--- src/rtl/core/wbgs_pkg.sv ---
`default_nettype none
// ----------------------------------------------------------------------------
// White balance gain stepper package
// Shared types and constants for the gain stepper and its divider.
// ----------------------------------------------------------------------------
package wbgs_pkg;

   localparam int unsigned OperandWidth = 16;
   localparam int unsigned GainWidth    = 8;
   localparam int unsigned WideWidth    = 18;

   localparam logic [GainWidth-1:0] RbCap = 8'd135;
   localparam logic [GainWidth-1:0] GCap  = 8'd128;

   localparam logic [2:0] RegTargetX     = 3'd0;
   localparam logic [2:0] RegTargetY     = 3'd1;
   localparam logic [2:0] RegToleranceX  = 3'd2;
   localparam logic [2:0] RegToleranceY  = 3'd3;
   localparam logic [2:0] RegXStepDiv    = 3'd4;
   localparam logic [2:0] RegYStepDiv    = 3'd5;
   localparam logic [2:0] RegGainMin     = 3'd6;
   localparam logic [2:0] RegGainMax     = 3'd7;

   localparam logic [2:0] Phase1 = 3'd1;
   localparam logic [2:0] Phase2 = 3'd2;
   localparam logic [2:0] Phase3 = 3'd3;
   localparam logic [2:0] Phase4 = 3'd4;

   typedef struct packed {
      logic                    start;
      logic [OperandWidth-1:0] dividend;
      logic [OperandWidth-1:0] divisor;
   } div_req_type;

   typedef struct packed {
      logic                    done;
      logic [OperandWidth-1:0] quotient;
   } div_rsp_type;

endpackage
`default_nettype wire

--- src/rtl/core/white_balance_gain_stepper.sv ---
`default_nettype none
// ----------------------------------------------------------------------------
// White balance gain stepper
// Steps red, green and blue gains toward a target chromaticity.
// ----------------------------------------------------------------------------
// An adjust transaction passes the x and y errors in turn through one shared
// 16-step restoring divider, and the new gains are then worked out in the
// apply state. Load transactions and inactive phases skip the divider and go
// straight to the apply state. A new request is taken once the previous
// result has been written to the response register, and a response stall
// while that register is still full holds the block in the apply state.
module white_balance_gain_stepper
   import wbgs_pkg::*;
(
   input  wire logic        clock,
   input  wire logic        reset,
   input  wire logic        req_valid,
   output logic             req_stall,
   input  wire logic        req_mode,
   input  wire logic [2:0]  req_phase,
   input  wire logic [15:0] req_measured_x,
   input  wire logic [15:0] req_measured_y,
   input  wire logic [7:0]  req_preset_red,
   input  wire logic [7:0]  req_preset_green,
   input  wire logic [7:0]  req_preset_blue,
   output logic             rsp_valid,
   input  wire logic        rsp_stall,
   output logic [7:0]       rsp_red_out,
   output logic [7:0]       rsp_green_out,
   output logic [7:0]       rsp_blue_out,
   output logic [2:0]       rsp_next_phase,
   input  wire logic        csr_valid,
   output logic             csr_ready,
   input  wire logic [2:0]  csr_index,
   input  wire logic [15:0] csr_wdata
);

   typedef enum logic [1:0] {
      ST_IDLE,
      ST_WAIT_X,
      ST_WAIT_Y,
      ST_APPLY
   } state_type;

   typedef logic signed [WideWidth-1:0] wide_type;

   state_type state_ff;

   logic [15:0] target_x_ff, target_y_ff, tolerance_x_ff, tolerance_y_ff;
   logic [15:0] x_div_ff, y_div_ff;
   logic [7:0]  gain_min_ff, gain_max_ff;
   logic [7:0]  red_gain_ff, green_gain_ff, blue_gain_ff;

   logic        mode_ff;
   logic [2:0]  phase_ff;
   logic [7:0]  preset_red_ff, preset_green_ff, preset_blue_ff;
   logic        x_low_ff, x_high_ff, y_low_ff, y_high_ff;
   logic        x_neg_ff, y_neg_ff;
   logic [15:0] abs_y_ff, div_y_ff;
   wide_type    qx_ff, qy_ff;

   logic        rsp_valid_ff;
   logic [7:0]  rsp_red_ff, rsp_green_ff, rsp_blue_ff;
   logic [2:0]  rsp_phase_ff;

   div_req_type div_req_ff;
   div_rsp_type div_rsp;

   logic        accept;
   logic        active;
   wide_type    mx_w, my_w, sx_w, sy_w;
   logic [16:0] diff_x, diff_y;
   logic [15:0] abs_x, abs_y;
   logic        x_low, x_high, y_low, y_high;
   wide_type    quo_w;

   logic [7:0]  red_in, green_in, blue_in;
   logic [2:0]  code_in;

   wbgs_divider u_divider (
      .clock   (clock),
      .reset   (reset),
      .div_req (div_req_ff),
      .div_rsp (div_rsp)
   );

   assign req_stall = (state_ff != ST_IDLE);
   assign accept    = req_valid & ~req_stall;
   assign active    = req_mode & (req_phase >= Phase1) & (req_phase <= Phase4);
   assign csr_ready = 1'b1;

   assign mx_w = wide_type'({2'b00, req_measured_x});
   assign my_w = wide_type'({2'b00, req_measured_y});
   assign sx_w = wide_type'({2'b00, target_x_ff});
   assign sy_w = wide_type'({2'b00, target_y_ff});

   assign x_low  = mx_w < (sx_w - wide_type'({2'b00, tolerance_x_ff}));
   assign x_high = mx_w > (sx_w + wide_type'({2'b00, tolerance_x_ff}));
   assign y_low  = my_w < (sy_w - wide_type'({2'b00, tolerance_y_ff}));
   assign y_high = my_w > (sy_w + wide_type'({2'b00, tolerance_y_ff}));

   assign diff_x = {1'b0, target_x_ff} - {1'b0, req_measured_x};
   assign diff_y = {1'b0, target_y_ff} - {1'b0, req_measured_y};
   assign abs_x  = diff_x[16] ? 16'(-diff_x) : diff_x[15:0];
   assign abs_y  = diff_y[16] ? 16'(-diff_y) : diff_y[15:0];

   assign quo_w = wide_type'({2'b00, div_rsp.quotient});

   function automatic logic [7:0] clamp_rb(input wide_type v, input logic [7:0] lo,
                                           input logic [7:0] hi);
      logic [7:0] res;
      if (v < wide_type'({10'd0, lo})) begin
         res = lo;
      end else if (v > wide_type'({10'd0, hi})) begin
         res = hi;
      end else begin
         res = v[7:0];
      end
      return res;
   endfunction

   always_comb begin
      wide_type r0, b0, r, g, b;
      wide_type rb_cap_w, g_cap_w;
      r0       = wide_type'({10'd0, red_gain_ff});
      b0       = wide_type'({10'd0, blue_gain_ff});
      r        = r0;
      b        = b0;
      g        = wide_type'({10'd0, green_gain_ff});
      rb_cap_w = wide_type'({10'd0, RbCap});
      g_cap_w  = wide_type'({10'd0, GCap});
      code_in  = phase_ff;
      case (phase_ff)
         Phase1: begin
            if (y_low_ff) begin
               b       = b0 - qy_ff;
               code_in = Phase3;
            end else if (x_low_ff) begin
               r = r0 + qx_ff;
               if (r >= rb_cap_w) begin
                  r       = rb_cap_w;
                  code_in = Phase2;
               end
            end else if (x_high_ff) begin
               r = r0 + qx_ff;
            end else begin
               code_in = Phase2;
            end
         end
         Phase2: begin
            if (g > g_cap_w) g = g_cap_w;
            if (y_low_ff || y_high_ff) g = g + qy_ff;
            if (x_high_ff) begin
               r = r0 + qx_ff;
            end else if (x_low_ff) begin
               r = r0 + qx_ff;
               if (r >= rb_cap_w) begin
                  r       = rb_cap_w;
                  code_in = Phase4;
                  b       = b0 - qx_ff;
               end
            end
         end
         Phase3: begin
            if (y_low_ff) begin
               b = b0 - qy_ff;
            end else if (y_high_ff) begin
               b = b0 - qy_ff;
               if (b >= rb_cap_w) begin
                  b       = rb_cap_w;
                  code_in = Phase1;
               end
            end else if (x_high_ff) begin
               r = r0 + qx_ff;
            end else if (x_low_ff) begin
               r = r0 + qx_ff;
               if (r >= rb_cap_w) begin
                  r       = rb_cap_w;
                  code_in = Phase4;
                  b       = b0 - qx_ff;
               end
            end
         end
         Phase4: begin
            if (x_low_ff || x_high_ff) begin
               b = b0 - qx_ff;
            end else begin
               if (y_low_ff) begin
                  g = g + qy_ff;
                  if (g > g_cap_w) g = g_cap_w;
               end else if (y_high_ff) begin
                  g = g + qy_ff;
               end
               code_in = Phase2;
            end
         end
         default: begin
         end
      endcase

      if (!mode_ff) begin
         red_in   = preset_red_ff;
         green_in = preset_green_ff;
         blue_in  = preset_blue_ff;
         code_in  = phase_ff;
      end else if (phase_ff >= Phase1 && phase_ff <= Phase4) begin
         red_in  = clamp_rb(r, gain_min_ff, gain_max_ff);
         blue_in = clamp_rb(b, gain_min_ff, gain_max_ff);
         if (g < 0) begin
            green_in = 8'd0;
         end else if (g > wide_type'(255)) begin
            green_in = 8'd255;
         end else begin
            green_in = g[7:0];
         end
      end else begin
         red_in   = red_gain_ff;
         green_in = green_gain_ff;
         blue_in  = blue_gain_ff;
      end
   end

   always_ff @(posedge clock) begin
      if (reset) begin
         target_x_ff    <= 16'd2800;
         target_y_ff    <= 16'd2900;
         tolerance_x_ff <= 16'd10;
         tolerance_y_ff <= 16'd10;
         x_div_ff       <= 16'd4;
         y_div_ff       <= 16'd4;
         gain_min_ff    <= 8'd0;
         gain_max_ff    <= 8'd255;
      end else if (csr_valid && csr_ready) begin
         case (csr_index)
            RegTargetX:    target_x_ff    <= csr_wdata;
            RegTargetY:    target_y_ff    <= csr_wdata;
            RegToleranceX: tolerance_x_ff <= csr_wdata;
            RegToleranceY: tolerance_y_ff <= csr_wdata;
            RegXStepDiv:   x_div_ff       <= csr_wdata;
            RegYStepDiv:   y_div_ff       <= csr_wdata;
            RegGainMin:    gain_min_ff    <= csr_wdata[7:0];
            RegGainMax:    gain_max_ff    <= csr_wdata[7:0];
            default: begin
            end
         endcase
      end
   end

   always_ff @(posedge clock) begin
      if (reset) begin
         state_ff         <= ST_IDLE;
         rsp_valid_ff     <= 1'b0;
         div_req_ff.start <= 1'b0;
         red_gain_ff      <= 8'd0;
         green_gain_ff    <= 8'd0;
         blue_gain_ff     <= 8'd0;
      end else begin
         if (rsp_valid_ff && !rsp_stall && state_ff != ST_APPLY) rsp_valid_ff <= 1'b0;
         case (state_ff)
            ST_IDLE: begin
               div_req_ff.start <= accept & active;
               if (accept) begin
                  mode_ff         <= req_mode;
                  phase_ff        <= req_phase;
                  preset_red_ff   <= req_preset_red;
                  preset_green_ff <= req_preset_green;
                  preset_blue_ff  <= req_preset_blue;
                  x_low_ff        <= x_low;
                  x_high_ff       <= x_high;
                  y_low_ff        <= y_low;
                  y_high_ff       <= y_high;
                  x_neg_ff        <= diff_x[16];
                  y_neg_ff        <= diff_y[16];
                  abs_y_ff        <= abs_y;
                  div_y_ff        <= (y_div_ff == 16'd0) ? 16'd1 : y_div_ff;
                  if (active) begin
                     div_req_ff.dividend <= abs_x;
                     div_req_ff.divisor  <= (x_div_ff == 16'd0) ? 16'd1 : x_div_ff;
                     state_ff            <= ST_WAIT_X;
                  end else begin
                     state_ff <= ST_APPLY;
                  end
               end
            end
            ST_WAIT_X: begin
               div_req_ff.start <= div_rsp.done;
               if (div_rsp.done) begin
                  qx_ff               <= x_neg_ff ? -quo_w : quo_w;
                  div_req_ff.dividend <= abs_y_ff;
                  div_req_ff.divisor  <= div_y_ff;
                  state_ff            <= ST_WAIT_Y;
               end
            end
            ST_WAIT_Y: begin
               div_req_ff.start <= 1'b0;
               if (div_rsp.done) begin
                  qy_ff    <= y_neg_ff ? -quo_w : quo_w;
                  state_ff <= ST_APPLY;
               end
            end
            ST_APPLY: begin
               div_req_ff.start <= 1'b0;
               if (!rsp_valid_ff || !rsp_stall) begin
                  red_gain_ff   <= red_in;
                  green_gain_ff <= green_in;
                  blue_gain_ff  <= blue_in;
                  rsp_red_ff    <= red_in;
                  rsp_green_ff  <= green_in;
                  rsp_blue_ff   <= blue_in;
                  rsp_phase_ff  <= code_in;
                  rsp_valid_ff  <= 1'b1;
                  state_ff      <= ST_IDLE;
               end
            end
            default: begin
               div_req_ff.start <= 1'b0;
               state_ff         <= ST_IDLE;
            end
         endcase
      end
   end

   assign rsp_valid      = rsp_valid_ff;
   assign rsp_red_out    = rsp_red_ff;
   assign rsp_green_out  = rsp_green_ff;
   assign rsp_blue_out   = rsp_blue_ff;
   assign rsp_next_phase = rsp_phase_ff;

endmodule
`default_nettype wire

--- src/rtl/core/wbgs_divider.sv ---
`default_nettype none
// ----------------------------------------------------------------------------
// Gain stepper divider
// Restoring unsigned divider producing one quotient bit per cycle.
// ----------------------------------------------------------------------------
module wbgs_divider
   import wbgs_pkg::*;
(
   input  wire logic        clock,
   input  wire logic        reset,
   input  wire div_req_type div_req,
   output div_rsp_type      div_rsp
);

   logic                    busy_ff;
   logic                    done_ff;
   logic [3:0]              count_ff;
   logic [OperandWidth-1:0] rem_ff;
   logic [OperandWidth-1:0] quo_ff;
   logic [OperandWidth-1:0] div_ff;

   logic [OperandWidth:0]   shifted;
   logic [OperandWidth+1:0] trial;
   logic                    fits;

   assign shifted = {rem_ff, quo_ff[OperandWidth-1]};
   assign trial   = {1'b0, shifted} - {2'b00, div_ff};
   assign fits    = ~trial[OperandWidth+1];

   always_ff @(posedge clock) begin
      if (reset) begin
         busy_ff  <= 1'b0;
         done_ff  <= 1'b0;
         count_ff <= '0;
      end else begin
         done_ff <= 1'b0;
         if (div_req.start) begin
            busy_ff  <= 1'b1;
            count_ff <= '0;
            rem_ff   <= '0;
            quo_ff   <= div_req.dividend;
            div_ff   <= div_req.divisor;
         end else if (busy_ff) begin
            rem_ff   <= fits ? trial[OperandWidth-1:0] : shifted[OperandWidth-1:0];
            quo_ff   <= {quo_ff[OperandWidth-2:0], fits};
            count_ff <= count_ff + 4'd1;
            if (count_ff == 4'd15) begin
               busy_ff <= 1'b0;
               done_ff <= 1'b1;
            end
         end
      end
   end

   assign div_rsp.done     = done_ff;
   assign div_rsp.quotient = quo_ff;

endmodule
`default_nettype wire

--- config.mk ---
export PLATFORM = sky130hd
export DESIGN_NAME = white_balance_gain_stepper
export DESIGN_NICKNAME = d
export VERILOG_FILES = /design/src/rtl/core/wbgs_pkg.sv /design/src/rtl/core/white_balance_gain_stepper.sv /design/src/rtl/core/wbgs_divider.sv
export SDC_FILE = /design/constraint.sdc
export NUM_CORES = 1
export LEC_CHECK = 0
export ABC_AREA = 1
export BUFFER_PORTS_ARGS = -buffer_cell sky130_fd_sc_hd__buf_4
export CAP_MARGIN = 30
export CELL_PAD_IN_SITES_DETAIL_PLACEMENT = 1
export CELL_PAD_IN_SITES_GLOBAL_PLACEMENT = 1
export CORE_MARGIN = 5
export CORE_UTILIZATION = 47
export DETAILED_ROUTE_END_ITERATION = 6
export PLACE_DENSITY_LB_ADDON = 0.1
export SLEW_MARGIN = 20
export SYNTH_ARGS = -nofsm -noshare
export SYNTH_HDL_FRONTEND = slang
export SYNTH_SLANG_ARGS = --single-unit
--- constraint.sdc ---
create_clock -name clock -period 8 [get_ports clock]
set_input_delay 1.6 -clock clock [delete_from_list [all_inputs] [get_ports clock]]
set_output_delay 1.6 -clock clock [all_outputs]
set_load 0.005 [all_outputs]
==> impl_metrics.csv, run 1 <==
group,metric,value,unit
outcome,status,"finished clean",
placed_design,place_congestion,0.938,
setup_path,required,8.51,ns
placed_design,io_buffers,112,
global_routing,grt.busiest_layer,"met2",
synthesis,syn_area,26200,µm²
route,post_drt_wl_per_cell,20.3,µm
clocking,ctsResizeCount,0,
placed_design,place_area,27800,µm²
clocking,root_buffer,"clkbuf_16",
route,antenna_violating_nets_post_route,0,
pwr,powerDensity,212,nW/µm²
global_routing,antenna_found_initial,0,
floorplan,fp.coreArea,55200,µm²
floorplan,die_h,246,µm
setup_path,critical_path_arrival,5.92,ns
route,viasPerCell,5.60,
synthesis,syn_nets,3806,
clocking,clkTransAtPathRegs,0.06,ns
clocking,post_cts_buffers,0,
synthesis,synth_top_area_cell,"edfxtp_1",
finish,ff_latch_area,9200,µm²
clocking,clockBufferDepth,3,
synthesis,async_flop_share,0,
synthesis,synthFlopType,"edfxtp_1",
synthesis,synth.area.top_cells,"edfxtp_1 24%, ha_1 12%, dfxtp_1 11%, nand2_1 9.8%, inv_1 6.9%",
timing,fmax,185,MHz
setup_path,worstSetupEndpointType,"flop",
global_routing,grt_util_all_layers,0.283,
floorplan,rows,86,
setup_path,start_kind,"flop",
timing,hold_slack,0.420,ns
route,vias,24200,
timing,tns,0,ns
clocking,cts_tree,"built",
setup_path,critical_path.max_fanout,12,
setup_path,cp_num_buf_inv,4,
timing,drv_slew,0,
finish,area_delta_synth_final,11.6,%
finish,diodes,0,
floorplan,start_util,0.475,
finish,multi_input_area,14800,µm²
synthesis,synth_edf_count,209,
timing,finClkSkew,0.0233,ns
timing,rsz0062_at_grt,"false",
timing,post-route-min-period,5.41,ns
synthesis,synthCells,3459,
clocking,cts_hold_buf,0,
timing,hold_viol,0,
global_routing,met3_usage,0.0462,
floorplan,die_width,246,µm
setup_path,r2r_slack,2.59,ns
clocking,cts.sinks,355,
synthesis,synth_top_area_frac,0.239,
route,first_iter_violations,1369,
synthesis,synth-seq-cells,355,
clocking,clkLatencyLatePin,0.59,ns
worst_hold_path,hp-class,"flop to flop",
setup_path,cp_top_family,"simple AND/OR/NAND/NOR gates",
route,wirelength,87800,µm
clocking,htreeDepth,2,
setup_path,cpMostUsedCell,"nand2_1",
synthesis,ys_types,69,
global_routing,globalRouteMet1Util,0.345,
synthesis,yosysWarnings,0,
finish,final_area,29300,µm²
synthesis,synth_commonest_cells,"686 x nand2_1, 485 x inv_1, 309 x a21oi_1",
timing,tightestPinTransition,0.971,ns
finish,fin_cells,4318,
global_routing,first_global_vias,25600,
global_routing,grt_pass1_wl,137000,µm
synthesis,synth_most_common_cell,"nand2_1",
run,cap_violations,0,
pwr,leakage,13.6,nW
route,firstDrtPassIters,5,
floorplan,io_pins,114,
setup_path,crit_type,"flop to flop",
global_routing,use_met2,0.490,
placed_design,dp_cells,4236,
finish,fill_cells,6913,
global_routing,grt_max_degree,84,
global_routing,grt-ovfl-total,0,
clocking,cts_buffers,43,
synthesis,syn_avg_cell_area,7.58,µm²
finish,drive_gt1_frac,0.0784,
route,drc,0,
timing,fin_crit_sh,0.676,
synthesis,ys_seq_area_frac,0.351,
finish,nets,3882,
timing,setup-violations-final,0,
pwr,ir_drop,0.147,mV
floorplan,die_area,60600,µm²
setup_path,crit_slowest_cell,"nor2_1",
timing,slew-limit-headroom,0.352,
finish,utilization,0.530,
placed_design,dp_hpwl,68900,µm
setup_path,slowest_delay,0.77,ns
-- area by class of cell --
cell class	count	share of cell area
Multi-Input combinational cell	2503	0.504
Sequential cell	355	0.314
Inverter	500	0.0642
Clock buffer	54	0.0388
Timing Repair Buffer	132	0.0342
Tap cell	748	0.0320
Clock inverter	26	0.0124
-- where the power goes --
group | total [mW] | internal, mW | switching [mW]
clock network | 2.12 | 1.28 | 0.841
logic | 1.82 | 0.598 | 1.22
registers | 2.28 | 2.15 | 0.126
total | 6.22 | 4.03 | 2.19
-- layer usage --
metal | vias up | part of all wire
met5 | - | 0
met4 | 0 | 0.053
met3 | 191 | 0.049
met2 | 536 | 0.48
met1 | 11800 | 0.42
li1 | 11700 | -
-- worst paths after layout --
path                   from              endpoint  cells after the start
max                x_low_ff       blue_gain_ff[3]                     27
min          div_req_ff[14]  u_divider.div_ff[14]                      0
max reg2reg        x_low_ff       blue_gain_ff[3]                     27
min reg2reg  div_req_ff[14]  u_divider.div_ff[14]                      0
-- metrics by stage --
| stage | power (mW) | setup slack, ns |
|---|---|---|
| final | 6.22 | 2.59 |
| after global routing | 6.56 | 2.04 |
| after CTS | 6.24 | 2.61 |
| after detailed placement | 4.11 | 2.42 |
| after global placement | 4.03 | 2.65 |
| after floorplan | 3.51 | 1.17 |
-- registers in the layout (all words and copies together) (netlist names), 16 cells and up --
name and cells:
abs_y_ff 16, div_req_ff 33, div_y_ff 16, qx_ff 18, qy_ff 18, target_x_ff 16
target_y_ff 16, tolerance_x_ff 16, tolerance_y_ff 16, u_divider.div_ff 16, u_divider.quo_ff 16, u_divider.rem_ff 16
x_div_ff 16, y_div_ff 16
-- placed cells by master (no fill, tap or decap), types with 12 or more instances in the layout --
| cell | instances |
|---|---|
| o21bai_1 | 45 |
| fa_1 | 12 |
| xor2_1 | 148 |
| o211ai_1 | 13 |
| nor2_1 | 272 |
| nand4_1 | 24 |
| o21ai_0 | 281 |
| nand2_2 | 17 |
| nand2_1 | 686 |
| ha_1 | 251 |
| dfxtp_1 | 146 |
| buf_4 | 130 |
| a21oi_1 | 308 |
| inv_1 | 484 |
| nor4_1 | 14 |
| clkbuf_16 | 43 |
| nand3_1 | 203 |
| clkinv_1 | 12 |
| xnor2_1 | 22 |
| nor3_1 | 46 |
| edfxtp_1 | 209 |
-- kinds of logic after synthesis --
logic type,count (synthesis),share of synthesized area
xor+xnor,171,0.0578
buf+inv,601,0.0875
compound gates,746,0.159
fa+ha+maj,263,0.129
other cells,1,0.000143
flops,355,0.351
simple gates,1322,0.216
(Power assumes the default switching activity.)
==> run 2: changes to the inputs <==
- clock period: 8 -> 5 ns (I/O delays scaled with it)
==> impl_metrics.csv, run 2 (synthesis gave the netlist of run 1 again) <==
group,metric,value,unit
route,first_iter_violations,1408,
floorplan,rows,86,
clocking,clockBufferDepth,3,
setup_path,rr_startpoint,"qx_ff[3]",
placed_design,dp_hpwl,73300,µm
setup_path,cp-endpoint,"blue_gain_ff[6]",
run,cap_violations,0,
clocking,clkLatencyLatePin,0.60,ns
route,wirelength,92400,µm
setup_path,crit_slowest_cell,"edfxtp_1",
placed_design,dp_cells,4297,
route,drc,0,
setup_path,critical_path_arrival,5.24,ns
setup_path,r2r_slack,0.30,ns
timing,slew-limit-headroom,0.297,
clocking,cts.sinks,355,
clocking,cts_hold_buf,0,
floorplan,fp.coreArea,55200,µm²
finish,top_register,"div_req_ff",
floorplan,die_area,60600,µm²
timing,hold_viol,0,
finish,fin_cells,4402,
clocking,cts_tree,"built",
setup_path,slowest_delay,0.44,ns
global_routing,antenna_found_initial,1,
placed_design,place_area,28200,µm²
pwr,total_power,9.97,mW
setup_path,start_kind,"flop",
setup_path,cp_top_family,"simple AND/OR/NAND/NOR gates",
setup_path,r2r_cells,34,
finish,final_cell_mix,"675 x nand2_1, 484 x inv_1, 300 x a21oi_1",
placed_design,place_congestion,0.965,
setup_path,setup.worst_path.start,"qx_ff[3]",
clocking,htreeDepth,2,
clocking,root_buffer,"clkbuf_16",
setup_path,required,5.53,ns
route,vias,24700,
global_routing,grt_pass1_wl,142000,µm
setup_path,cp_num_buf_inv,4,
global_routing,grt_max_degree,54,
global_routing,grt_util_all_layers,0.296,
setup_path,crit_type,"flop to flop",
global_routing,first_global_vias,25800,
timing,setup-violations-final,0,
setup_path,cp.depth,34,
outcome,status,"finished clean",
floorplan,io_pins,114,
finish,area_delta_synth_final,15.0,%
route,viasPerCell,5.62,
pwr,ir_drop,0.271,mV
timing,drv_slew,0,
placed_design,io_buffers,112,
setup_path,critical_path.max_fanout,8,
finish,final_area,30200,µm²
setup_path,reg2reg_to,"blue_gain_ff[6]",
clocking,cts_buffers,42,
finish,reg_top3,"div_req_ff (33), qx_ff (18), qy_ff (18)",
floorplan,die_width,246,µm
finish,final_common_cell,"nand2_1",
global_routing,grt-ovfl-total,0,
timing,post-route-min-period,4.70,ns
timing,fin_crit_sh,0.941,
finish,largest_register_ffs,33,
route,firstDrtPassIters,5,
finish,drive_gt1_frac,0.113,
setup_path,worstSetupEndpointType,"flop",
pwr,leakage,14.0,nW
clocking,clkTransAtPathRegs,0.06,ns
pwr,powerDensity,331,nW/µm²
timing,fmax,213,MHz
floorplan,start_util,0.475,
worst_hold_path,hp-class,"flop to flop",
route,post_drt_wl_per_cell,21.0,µm
timing,tightestPinTransition,1.04,ns
route,antenna_violating_nets_post_route,0,
floorplan,die_h,246,µm
finish,nets,3967,
timing,finClkSkew,0.0418,ns
==> run 2: how the worst min path moves through the flow <==
stage | depth (start not counted) | end | startpoint | slack [ns]
3_5_place_dp | 0 | u_divider.div_ff[3] | div_req_ff[3] | 0.41
3_3_place_gp | 0 | u_divider.div_ff[5] | div_req_ff[5] | 0.40
6_report | 0 | u_divider.div_ff[5] | div_req_ff[5] | 0.42
4_1_cts | 0 | u_divider.div_ff[7] | div_req_ff[7] | 0.42
5_1_grt | 0 | u_divider.div_ff[3] | div_req_ff[3] | 0.43
2_1_floorplan | 0 | u_divider.div_ff[0] | div_req_ff[0] | 0.40
==> run 2: area by class of cell <==
type,instances,area (µm²)
multi-input combinational,2506,15100
timing repair buffer,215,1630
antenna,1,2.50
clock inverter,17,234
clock buffer,60,1170
sequential,355,9200
fill,6893,25000
inverter,500,1880
tap,748,936
==> run 2: worst register-to-register path, delay by kind of cell, from the launching register on <==
kind                     cells  cell delay (ns)
AO/OA/AOI/OAI                4             0.64
adder cells (fa/ha/maj)      2             0.61
AND/OR/NAND/NOR             23             2.32
buffers and inverters        4             0.45
XOR/XNOR                     1             0.16
flip-flops                   1             0.44
==> run 2: what timing repair did <==
item / 4_1_cts / 5_1_grt
gates cloned: 0 / 3
setup buffers: 0 / 22
resized for setup: 3 / 71
endpoints found under the hold margin: 0 / 0
pin swaps: 0 / 27
endpoints found under the setup margin: 12 / 50
==> run 2: report_power, final <==
part	internal (mW)	leakage (nW)	switching, mW	total (mW)
Sequential	3.44	3.09	0.182	3.62
Combinational	1.10	10.2	2.11	3.21
Clock	1.81	0.673	1.33	3.14
==> run 2: metal layers <==
layer  part of all wire  global-route usage
met1               0.43               0.377
met2               0.49               0.521
met3              0.045              0.0348
met4              0.038               0.106
met5                  0                   0
==> run 2: stage by stage <==
step / setup TNS, ns / util / hold WS, ns / setup WS (ns)
after floorplan: 0 / - / 0.400 / 0.711
after global placement: 0 / 0.511 / 0.403 / 0.173
after detailed placement: -0.0590 / 0.511 / 0.410 / -0.0254
after CTS: 0 / 0.537 / 0.421 / 0.0427
after global routing: -0.282 / 0.547 / 0.428 / -0.0464
final: 0 / 0.547 / 0.420 / 0.297
==> run 3: changes to the inputs <==
- CELL_PAD_IN_SITES_DETAIL_PLACEMENT: 1 -> 2
- CELL_PAD_IN_SITES_GLOBAL_PLACEMENT: 1 -> 2
- CORE_UTILIZATION: 47 -> 38
==> impl_metrics.csv, run 3 (synthesis gave the netlist of run 1 again) <==
group,metric,value,unit
finish,ff_latch_area,9200,µm²
timing,setup-violations-final,0,
global_routing,antenna_found_initial,4,
clocking,htreeDepth,2,
timing,post-route-min-period,4.94,ns
setup_path,crit_type,"flop to flop",
floorplan,die_h,273,µm
clocking,cts_hold_buf,0,
timing,hold_viol,0,
finish,final_common_cell,"nand2_1",
setup_path,slowest_delay,0.43,ns
outcome,status,"finished clean",
route,vias,25200,
finish,largest_register_ffs,33,
timing,drv_slew,0,
floorplan,die_area,74400,µm²
timing,finClkSkew,0.0276,ns
global_routing,grt_pass1_wl,163000,µm
timing,fmax,202,MHz
finish,drive_gt1_frac,0.134,
placed_design,place_congestion,0.941,
clocking,cts_tree,"built",
floorplan,fp.coreArea,68600,µm²
pwr,powerDensity,347,nW/µm²
global_routing,grt_util_all_layers,0.279,
timing,fin_crit_sh,0.988,
global_routing,first_global_vias,28100,
floorplan,io_pins,114,
finish,reg_top3,"div_req_ff (33), qx_ff (18), qy_ff (18)",
timing,hold_slack,0.423,ns
route,wirelength,108000,µm
pwr,leakage,14.3,nW
placed_design,dp_slack,-0.152,ns
pwr,total_power,10.8,mW
clocking,cts.sinks,355,
global_routing,grt_max_degree,109,
placed_design,io_buffers,112,
clocking,clkTransAtPathRegs,0.06,ns
setup_path,crit_slowest_cell,"edfxtp_1",
global_routing,grt-ovfl-total,0,
finish,final_cell_mix,"650 x nand2_1, 480 x inv_1, 301 x a21oi_1",
finish,fill_cells,7798,
timing,tns,0,ns
route,post_drt_wl_per_cell,23.5,µm
clocking,clockBufferDepth,3,
setup_path,critical_path_arrival,5.47,ns
timing,tightestPinTransition,1.06,ns
floorplan,die_width,273,µm
setup_path,r2r_slack,0.06,ns
finish,area_delta_synth_final,18.7,%
timing,fin_ws,0.0586,ns
route,antenna_violating_nets_post_route,0,
clocking,cts_buffers,47,
placed_design,dp_hpwl,84400,µm
route,viasPerCell,5.45,
worst_hold_path,hp-class,"flop to flop",
finish,multi_input_area,15300,µm²
route,drc,0,
floorplan,start_util,0.382,
pwr,ir_drop,0.260,mV
finish,top_register,"div_req_ff",
clocking,root_buffer,"clkbuf_16",
route,first_iter_violations,1088,
floorplan,rows,96,
clocking,clkLatencyLatePin,0.61,ns
run,cap_violations,0,
setup_path,worstSetupEndpointType,"flop",
timing,rsz0062_at_grt,"true",
finish,nets,3996,
setup_path,required,5.53,ns
timing,slew-limit-headroom,0.287,
route,firstDrtPassIters,5,
setup_path,start_kind,"flop",
setup_path,critical_path.max_fanout,8,
-- run 3: cell type report --
class,instances,area share
diodes,2,0.000161
clock buffers,60,0.0407
clock inverters,28,0.0133
inverters,500,0.0604
multi-input cells,2504,0.492
flip-flops and latches,355,0.296
well taps,931,0.0374
repair buffers,241,0.0603
-- run 3: worst paths after layout --
kind                 startpoint                  end  cells past startpoint
setup / recovery       qy_ff[0]      blue_gain_ff[7]                     37
hold / removal    div_req_ff[2]  u_divider.div_ff[2]                      0
setup reg to reg       qy_ff[0]      blue_gain_ff[7]                     37
hold reg to reg   div_req_ff[2]  u_divider.div_ff[2]                      0
-- run 3: repair_timing --
| item | CTS | global route |
|---|---|---|
| endpoints found under the setup margin | 18 | 50 |
| pin swaps | 2 | 44 |
| cloned | 0 | 1 |
| buffers inserted | 1 | 32 |
| resized for setup | 9 | 122 |
-- run 3: worst max-delay path, delay by kind of cell (launching register included) --
family / cells / cell delay (ns)
buffers and inverters: 2 / 0.15
DFF: 1 / 0.43
AOI/OAI and AO/OA: 6 / 0.94
and+or+nand+nor: 26 / 2.47
adders and majority gates: 3 / 0.86
-- run 3: layer usage --
layer,share of wire,wire length [µm],vias to the layer above,track usage
li1,-,-,11900,-
met1,0.42,45800,12700,0.342
met2,0.51,55500,370,0.510
met3,0.028,3020,168,0.0236
met4,0.038,4090,2,0.101
met5,0.00012,13,-,0
-- run 3: where the power goes --
part	total, mW	switching (mW)	internal [mW]
clock network	3.71	1.44	2.27
logic	3.47	2.29	1.18
registers	3.64	0.194	3.44
total	10.8	3.92	6.89
-- run 3: per-stage QoR --
stage               instances   util  cell area [µm²]
floorplan                3459      -            26200
global placement         4493  0.417            28600
detailed placement       4494  0.417            28600
CTS                      4583  0.442            30300
global route             4619  0.454            31100
finish                   4621  0.454            31100
